`config.mk`:
```
export PLATFORM = sky130hd
export DESIGN_NAME = stable_min_priority_queue_unit
export DESIGN_NICKNAME = d
export VERILOG_FILES = /design/src/rtl/smpq_pkg.sv /design/src/rtl/smpq_ram.sv /design/src/rtl/smpq_pick.sv /design/src/rtl/stable_min_priority_queue_unit.sv
export VERILOG_INCLUDE_DIRS = /design/src /design/src/rtl
export SDC_FILE = /design/constraint.sdc
export NUM_CORES = 2
export LEC_CHECK = 0
export BUFFER_PORTS_ARGS = -buffer_cell sky130_fd_sc_hd__buf_2
export CORE_MARGIN = 3
export CORE_UTILIZATION = 63
export CTS_BUF_LIST = sky130_fd_sc_hd__clkbuf_16
export DETAILED_ROUTE_END_ITERATION = 6
export MAX_ROUTING_LAYER = met4
export PLACE_DENSITY = 0.83
export SYNTH_ARGS = -nofsm -noshare
export SYNTH_HDL_FRONTEND = slang
export SYNTH_SLANG_ARGS = --single-unit
```
`constraint.sdc`:
```
create_clock -name clk -period 7.7 [get_ports clk]
set_input_delay 1.155 -clock clk [delete_from_list [all_inputs] [get_ports clk]]
set_output_delay 1.155 -clock clk [all_outputs]
set_load 0.03 [all_outputs]
```
`src/rtl/stable_min_priority_queue_unit_macros.svh`:
```
// Assertion macros for the stable minimum priority queue.
// Standalone header; used by the top level only.
`ifndef STABLE_MIN_PRIORITY_QUEUE_UNIT_MACROS_SVH
`define STABLE_MIN_PRIORITY_QUEUE_UNIT_MACROS_SVH

// same-cycle implication, disabled in reset
`define SMPQ_ASSERT_NOW(label, clk, rst_n, ante, cons) \
    label: assert property (@(posedge clk) disable iff (!rst_n) (ante) |-> (cons)) \
        else $error("smpq assertion failed");

// next-cycle implication, disabled in reset
`define SMPQ_ASSERT_NEXT(label, clk, rst_n, ante, cons) \
    label: assert property (@(posedge clk) disable iff (!rst_n) (ante) |=> (cons)) \
        else $error("smpq assertion failed");

`endif

```
`src/rtl/smpq_pkg.sv`:
```
// Shared codes and types for the stable minimum priority queue.
// No dependencies.
`timescale 1ns / 1ps

package smpq_pkg;

    localparam logic ACT_INSERT  = 1'b0;
    localparam logic ACT_EXTRACT = 1'b1;

    localparam logic [1:0] ST_OK    = 2'd0;
    localparam logic [1:0] ST_FULL  = 2'd1;
    localparam logic [1:0] ST_EMPTY = 2'd2;

    typedef struct packed {
        logic sample;
        logic first;
    } pick_ctl_t;

endpackage

```
`src/rtl/smpq_ram.sv`:
```
// Generic single-write, single-read RAM with registered read data.
// No dependencies.
`timescale 1ns / 1ps

module smpq_ram #(
    parameter int WIDTH = 64,
    parameter int DEPTH = 64,
    parameter int AW    = $clog2(DEPTH)
) (
    input  logic             clk,
    input  logic             wr_en,
    input  logic [AW-1:0]    wr_addr,
    input  logic [WIDTH-1:0] wr_data,
    input  logic [AW-1:0]    rd_addr,
    output logic [WIDTH-1:0] rd_data
);

    logic [WIDTH-1:0] mem [DEPTH];

    always_ff @(posedge clk)
    begin
        if (wr_en)
        begin
            mem[wr_addr] <= wr_data;
        end
        rd_data <= mem[rd_addr];
    end

endmodule

```
`src/rtl/smpq_pick.sv`:
```
// Running oldest-minimum tracker fed by the RAM read stream.
// Depends on smpq_pkg.
`timescale 1ns / 1ps

module smpq_pick
    import smpq_pkg::*;
#(
    parameter int AW             = 6,
    parameter int PAYLOAD_WIDTH  = 32,
    parameter int PRIORITY_WIDTH = 32
) (
    input  logic                      clk,
    input  logic                      rst_n,
    input  pick_ctl_t                 ctl,
    input  logic [AW-1:0]             idx,
    input  logic [PRIORITY_WIDTH-1:0] prio,
    input  logic [PAYLOAD_WIDTH-1:0]  payload,
    output logic [AW-1:0]             best_idx,
    output logic [PAYLOAD_WIDTH-1:0]  best_payload
);

    logic [AW-1:0]             best_idx_reg;
    logic [PRIORITY_WIDTH-1:0] best_prio_reg;
    logic [PAYLOAD_WIDTH-1:0]  best_payload_reg;
    logic                      take;

    // strict compare keeps the oldest of equal priorities
    assign take = ctl.sample && (ctl.first || (prio < best_prio_reg));

    always_ff @(posedge clk or negedge rst_n)
    begin
        if (!rst_n)
        begin
            best_idx_reg <= '0;
        end
        else if (take)
        begin
            best_idx_reg <= idx;
        end
    end

    always_ff @(posedge clk)
    begin
        if (take)
        begin
            best_prio_reg    <= prio;
            best_payload_reg <= payload;
        end
    end

    assign best_idx     = best_idx_reg;
    assign best_payload = best_payload_reg;

endmodule

```
`src/rtl/stable_min_priority_queue_unit.sv`:
```
// Stable minimum priority queue: top level, sequencer and result registers.
// Depends on smpq_pkg, smpq_ram, smpq_pick and the assertion macro header.
`timescale 1ns / 1ps
`include "stable_min_priority_queue_unit_macros.svh"

// Usage
//   Command channel: a beat is taken when start is high and busy is low.
//   action selects insert or extract; payload_in and priority_in matter on insert.
//   Result channel: done pulses for one cycle with payload_out, status,
//   occupancy and is_empty; the receiver cannot stall and must take it then.
//   Insert, full insert and empty extract: the result is registered and shows in
//   the next cycle; busy stays low, so a new beat may follow straight away.
//   Extract: busy is high while one pass reads every entry for the oldest
//   minimum and a second pass moves the younger entries down one place; both
//   go through the single read port of the entry RAM.
//   Reset empties the queue; RAM contents are not cleared and need no sweep.
//   Result registers are separate, so a result is shown while the next beat
//   is already accepted.
module stable_min_priority_queue_unit
    import smpq_pkg::*;
#(
    parameter int DEPTH          = 64,
    parameter int PAYLOAD_WIDTH  = 32,
    parameter int PRIORITY_WIDTH = 32
) (
    input  logic                        clk,
    input  logic                        rst_n,
    input  logic                        start,
    output logic                        busy,
    input  logic                        action,
    input  logic [PAYLOAD_WIDTH-1:0]    payload_in,
    input  logic [PRIORITY_WIDTH-1:0]   priority_in,
    output logic                        done,
    output logic [PAYLOAD_WIDTH-1:0]    payload_out,
    output logic [1:0]                  status,
    output logic [$clog2(DEPTH+1)-1:0]  occupancy,
    output logic                        is_empty
);

    localparam int AW    = $clog2(DEPTH);
    localparam int CNT_W = $clog2(DEPTH + 1);
    localparam int EW    = PAYLOAD_WIDTH + PRIORITY_WIDTH;

    localparam logic [2:0] S_IDLE   = 3'd0;
    localparam logic [2:0] S_SCAN   = 3'd1;
    localparam logic [2:0] S_SDRAIN = 3'd2;
    localparam logic [2:0] S_PREP   = 3'd3;
    localparam logic [2:0] S_SHIFT  = 3'd4;
    localparam logic [2:0] S_FINISH = 3'd5;

    logic [2:0]               state_reg, state_next;
    logic [CNT_W-1:0]         count_reg, count_next;
    logic [CNT_W-1:0]         idx_reg, idx_next;
    logic                     rd_pend_reg, rd_pend_next;
    logic [CNT_W-1:0]         rd_idx_q_reg, rd_idx_q_next;
    logic                     done_reg, done_next;
    logic [PAYLOAD_WIDTH-1:0] payload_out_reg, payload_out_next;
    logic [1:0]               status_reg, status_next;
    logic [CNT_W-1:0]         occupancy_reg, occupancy_next;
    logic                     empty_reg, empty_next;

    logic                     wr_en;
    logic [AW-1:0]            wr_addr;
    logic [EW-1:0]            wr_data;
    logic [AW-1:0]            rd_addr;
    logic [EW-1:0]            rd_data;
    logic [CNT_W-1:0]         shift_addr;
    logic [AW-1:0]            best_idx;
    logic [PAYLOAD_WIDTH-1:0] best_payload;
    pick_ctl_t                pick_ctl;

    smpq_ram #(
        .WIDTH (EW),
        .DEPTH (DEPTH),
        .AW    (AW)
    ) u_ram (
        .clk     (clk),
        .wr_en   (wr_en),
        .wr_addr (wr_addr),
        .wr_data (wr_data),
        .rd_addr (rd_addr),
        .rd_data (rd_data)
    );

    assign pick_ctl.sample = rd_pend_reg && ((state_reg == S_SCAN) || (state_reg == S_SDRAIN));
    assign pick_ctl.first  = (rd_idx_q_reg == '0);

    smpq_pick #(
        .AW             (AW),
        .PAYLOAD_WIDTH  (PAYLOAD_WIDTH),
        .PRIORITY_WIDTH (PRIORITY_WIDTH)
    ) u_pick (
        .clk          (clk),
        .rst_n        (rst_n),
        .ctl          (pick_ctl),
        .idx          (rd_idx_q_reg[AW-1:0]),
        .prio         (rd_data[PRIORITY_WIDTH-1:0]),
        .payload      (rd_data[EW-1:PRIORITY_WIDTH]),
        .best_idx     (best_idx),
        .best_payload (best_payload)
    );

    assign shift_addr = rd_idx_q_reg - CNT_W'(1);

    always_comb
    begin
        state_next       = state_reg;
        count_next       = count_reg;
        idx_next         = idx_reg;
        rd_pend_next     = 1'b0;
        rd_idx_q_next    = rd_idx_q_reg;
        done_next        = 1'b0;
        payload_out_next = payload_out_reg;
        status_next      = status_reg;
        occupancy_next   = occupancy_reg;
        empty_next       = empty_reg;
        wr_en            = 1'b0;
        wr_addr          = count_reg[AW-1:0];
        wr_data          = {payload_in, priority_in};
        rd_addr          = idx_reg[AW-1:0];

        case (state_reg)
            S_IDLE:
            begin
                if (start)
                begin
                    if (action == ACT_INSERT)
                    begin
                        done_next        = 1'b1;
                        payload_out_next = '0;
                        if (count_reg == CNT_W'(DEPTH))
                        begin
                            status_next    = ST_FULL;
                            occupancy_next = count_reg;
                            empty_next     = 1'b0;
                        end
                        else
                        begin
                            wr_en          = 1'b1;
                            count_next     = count_reg + CNT_W'(1);
                            status_next    = ST_OK;
                            occupancy_next = count_reg + CNT_W'(1);
                            empty_next     = 1'b0;
                        end
                    end
                    else if (count_reg == '0)
                    begin
                        done_next        = 1'b1;
                        payload_out_next = '0;
                        status_next      = ST_EMPTY;
                        occupancy_next   = '0;
                        empty_next       = 1'b1;
                    end
                    else
                    begin
                        idx_next   = '0;
                        state_next = S_SCAN;
                    end
                end
            end
            S_SCAN:
            begin
                rd_pend_next  = 1'b1;
                rd_idx_q_next = idx_reg;
                idx_next      = idx_reg + CNT_W'(1);
                if (idx_reg == count_reg - CNT_W'(1))
                begin
                    state_next = S_SDRAIN;
                end
            end
            S_SDRAIN:
            begin
                state_next = S_PREP;
            end
            S_PREP:
            begin
                idx_next   = CNT_W'(best_idx) + CNT_W'(1);
                state_next = S_SHIFT;
            end
            S_SHIFT:
            begin
                // read entry i+1 while writing back the entry read in the previous cycle
                wr_en   = rd_pend_reg;
                wr_addr = shift_addr[AW-1:0];
                wr_data = rd_data;
                if (idx_reg < count_reg)
                begin
                    rd_pend_next  = 1'b1;
                    rd_idx_q_next = idx_reg;
                    idx_next      = idx_reg + CNT_W'(1);
                end
                else
                begin
                    state_next = S_FINISH;
                end
            end
            S_FINISH:
            begin
                count_next       = count_reg - CNT_W'(1);
                done_next        = 1'b1;
                payload_out_next = best_payload;
                status_next      = ST_OK;
                occupancy_next   = count_reg - CNT_W'(1);
                empty_next       = (count_reg == CNT_W'(1));
                state_next       = S_IDLE;
            end
            default:
            begin
                state_next = S_IDLE;
            end
        endcase
    end

    always_ff @(posedge clk or negedge rst_n)
    begin
        if (!rst_n)
        begin
            state_reg   <= S_IDLE;
            count_reg   <= '0;
            idx_reg     <= '0;
            rd_pend_reg <= 1'b0;
            done_reg    <= 1'b0;
        end
        else
        begin
            state_reg   <= state_next;
            count_reg   <= count_next;
            idx_reg     <= idx_next;
            rd_pend_reg <= rd_pend_next;
            done_reg    <= done_next;
        end
    end

    always_ff @(posedge clk)
    begin
        rd_idx_q_reg    <= rd_idx_q_next;
        payload_out_reg <= payload_out_next;
        status_reg      <= status_next;
        occupancy_reg   <= occupancy_next;
        empty_reg       <= empty_next;
    end

    assign busy        = (state_reg != S_IDLE);
    assign done        = done_reg;
    assign payload_out = payload_out_reg;
    assign status      = status_reg;
    assign occupancy   = occupancy_reg;
    assign is_empty    = empty_reg;

    `SMPQ_ASSERT_NOW(a_count_bound, clk, rst_n, 1'b1, count_reg <= CNT_W'(DEPTH))
    `SMPQ_ASSERT_NOW(a_done_idle, clk, rst_n, done_reg, !busy)
    `SMPQ_ASSERT_NEXT(a_beat_progress, clk, rst_n, start && !busy, done_reg || busy)
    `SMPQ_ASSERT_NOW(a_shift_in_range, clk, rst_n, wr_en && (state_reg == S_SHIFT), shift_addr < count_reg - CNT_W'(1))

endmodule
```
==> reports/results.ini <==
[status]
status=complete, no violations

[clock_tree]
clk_latency_ns=0.97
htreeDepth=5
cts_tree=done
post_cts_resized=0
root_buffer=clkbuf_16
cts.path.max_buffers=4
postCtsSetupRepairBufs=0
cts_sinks=4298
path_clk_slew_ns=0.07
cts-hold-fix-buffers=0
numCtsBuffers=408

[yosys]
synth_cell_types=59
synth.avg_cell_area_um2=23.63
synth_common_cells=4209 x edfxtp_1, 1216 x mux4_2, 239 x nand2_1
yosysMostFrequentCell=edfxtp_1
yosysTopAreaCell=edfxtp_1
ys.flop_type=edfxtp_1
synth_seq_cells=4298
seq_area_frac_synth_pct=78.34
ys_async_sr_fraction_pct=0.5817
synthCells=6930
synth_edf_count=4209
synthesis.nets=7041
synth_area_um2=163800
synth.area.top_cells=edfxtp_1 77%, mux4_2 17%, mux2i_1 0.79%, dfxtp_1 0.78%, a22oi_1 0.59%
synth_top_cell_area_share_pct=77.17
synth_warnings=0

[cells_and_area]
area_growth_pct=11.87
top_regs=u_ram.mem: 4096 flops, u_ram.rd_data: 64 flops
nNetsFinal=7434
regMostFlops=u_ram.mem
drive_gt1_share_pct=29.10
largest_reg_flops=4096

[pwr]
combPwrFrac_pct=28.2
vdd_drop_max_mv=0.4499
p_seq_share_pct=42.1
power_density_nw_per_um2=377.6
power_w=0.06918
power.internal_w=0.04659
power.leakage_nw=57.51
pwr-share-clk_pct=29.7
sw_frac_of_total_pct=32.65
p_sw_w=0.02259

[floorplan]
core_um2=257600
io_pins=112
dieWidth_um=515.9
rows=186
chipHeight_um=515.9
initial_core_util_pct=63.57
die-area_um2=266100

[sta]
rsz0062_at_grt=no
clock_skew_ns=0.08583
fin_hold_ws_ns=0.2429
slew_headroom_pct=12.29
hold_viol_final=0
period_share_pct=68.98
slew_viol_final=0
setup_violations=0
setup_tns_ns=0
tightest_slew_ns=1.316
max_clock_freq_mhz=188.3
fin_crit_ns=5.311

[job]
maxCapViolations=0

[detailed_routing]
wl_met3_um=74320
route.met2.wl_um=245700
remaining_drc_errors=0
wl_met1_um=150100
wl_per_cell_um=46.80
first_iter_violations=17789
postRouteAntennaNets=0
firstDrtPassIters=6
viasPerCell=7.966
vias=88132
wl_um=517700
topRoutingLayerUsed=met4

[global_routing]
grt_pass1_wl_um=716000
grt_overflow=0
antenna_found_initial=23
grt_start_max_net_pins=142
track_usage_pct=40.75
grt_pass1_vias=87026

[placed_design]
routabilityCongestion=0.9252
port_buffers=111
hpwl_um=244500

[worst_setup_path]
critPathMaxFanout=28
crit_type=reg -> reg
required_ns=8.25
crit_path_end_kind=flop
cp-start-kind=flop
arrival_ns=5.86

[hold_path]
hold_class=in -> async

==> worst max-delay path: stages (launching register included) <==
cell and delay, ns:
dfrtp_1 0.62, inv_1 0.22, ha_1 0.32, nor3b_1 0.22, nand3_1 0.25, a21oi_1 0.15, o32ai_2 0.62, nand2_1 0.72
nor2_4 1.21, buf_4 0.52
==> stage by stage <==
stage | area, µm² | util, % | setup slack (ns) | instances
6_report | 183200 | 71.12 | 2.389 | 11063
2_1_floorplan | 163800 | - | 1.935 | 6930
3_5_place_dp | 170000 | 65.97 | 2.278 | 10295
5_1_grt | 183200 | 71.11 | 2.337 | 11055
4_1_cts | 183100 | 71.07 | 2.599 | 11036
3_3_place_gp | 170000 | 65.97 | 2.356 | 10295
==> metal layers <==
metal	vias up	track usage, %
li1	30386	-
met1	44437	48.76
met2	10707	61.96
met3	2602	11.02
met4	0	26.50
met5	-	-
==> power by group through the flow <==
stage	sequential (W)	clock (W)	combinational [W]
floorplan	0.0291	0	0.0117
finish	0.0291	0.0205	0.0195
global placement	0.0294	0	0.0173
CTS	0.0291	0.0205	0.0190
global route	0.0291	0.0212	0.0198
detailed placement	0.0295	0	0.0180
==> path summary, 6_finish.rpt <==
path | start | endpoint | slack [ns] | cells past startpoint
worst max-delay path | count_reg[0]$_DFFE_PN0P_ | u_ram.mem[56][21]$_DFFE_PP_ | 2.39 | 9
max in group asynchronous | rst_n | idx_reg[2]$_DFFE_PN0P_ | 6.97 | 1
worst max register to register | count_reg[0]$_DFFE_PN0P_ | u_ram.mem[56][21]$_DFFE_PP_ | 2.39 | 9
worst min-delay path | rst_n | count_reg[6]$_DFFE_PN0P_ | 0.24 | 1
min in group clk | u_ram.rd_data[62]$_DFF_P_ | u_pick.best_payload[30]$_DFFE_PP_ | 0.43 | 0
worst min register to register | u_ram.rd_data[62]$_DFF_P_ | u_pick.best_payload[30]$_DFFE_PP_ | 0.43 | 0
==> layout make-up <==
| type | instances | area (µm²) |
|---|---|---|
| Clock inverter | 330 | 2861 |
| Timing Repair Buffer | 345 | 2983 |
| Inverter | 50 | 190.2 |
| Sequential cell | 4298 | 128300 |
| Antenna cell | 25 | 62.56 |
| Tap cell | 3384 | 4234 |
| Multi-Input combinational cell | 2220 | 34280 |
| Fill cell | 12878 | 74410 |
| Clock buffer | 411 | 10280 |
==> logic make-up (layout without fill, tap and decap cells) <==
logic type               Yosys count  count (layout)  synth area share [%]
buffers and inverters            412            1136                 1.089
flip-flops                      4298            4298                 78.34
other                              0              25                     0
AO/OA/AOI/OAI                    287             287                 1.224
adder cells (fa/ha/maj)           43              43                0.3285
multiplexers                    1349            1349                 17.54
AND/OR/NAND/NOR                  514             514                 1.342
XOR/XNOR                          27              27                0.1444
==> placed cells by master, fill, tap and decap left out, types with 70 or more instances in the layout <==
master	instances
edfxtp_1	4209
mux4_2	1216
clkbuf_16	411
nand2_1	234
buf_4	180
mux2i_1	129
a22oi_1	128
inv_1	119
buf_2	111
clkinv_1	100
nor2_1	94
clkinv_2	70
Power figures use the tool's default switching activity.
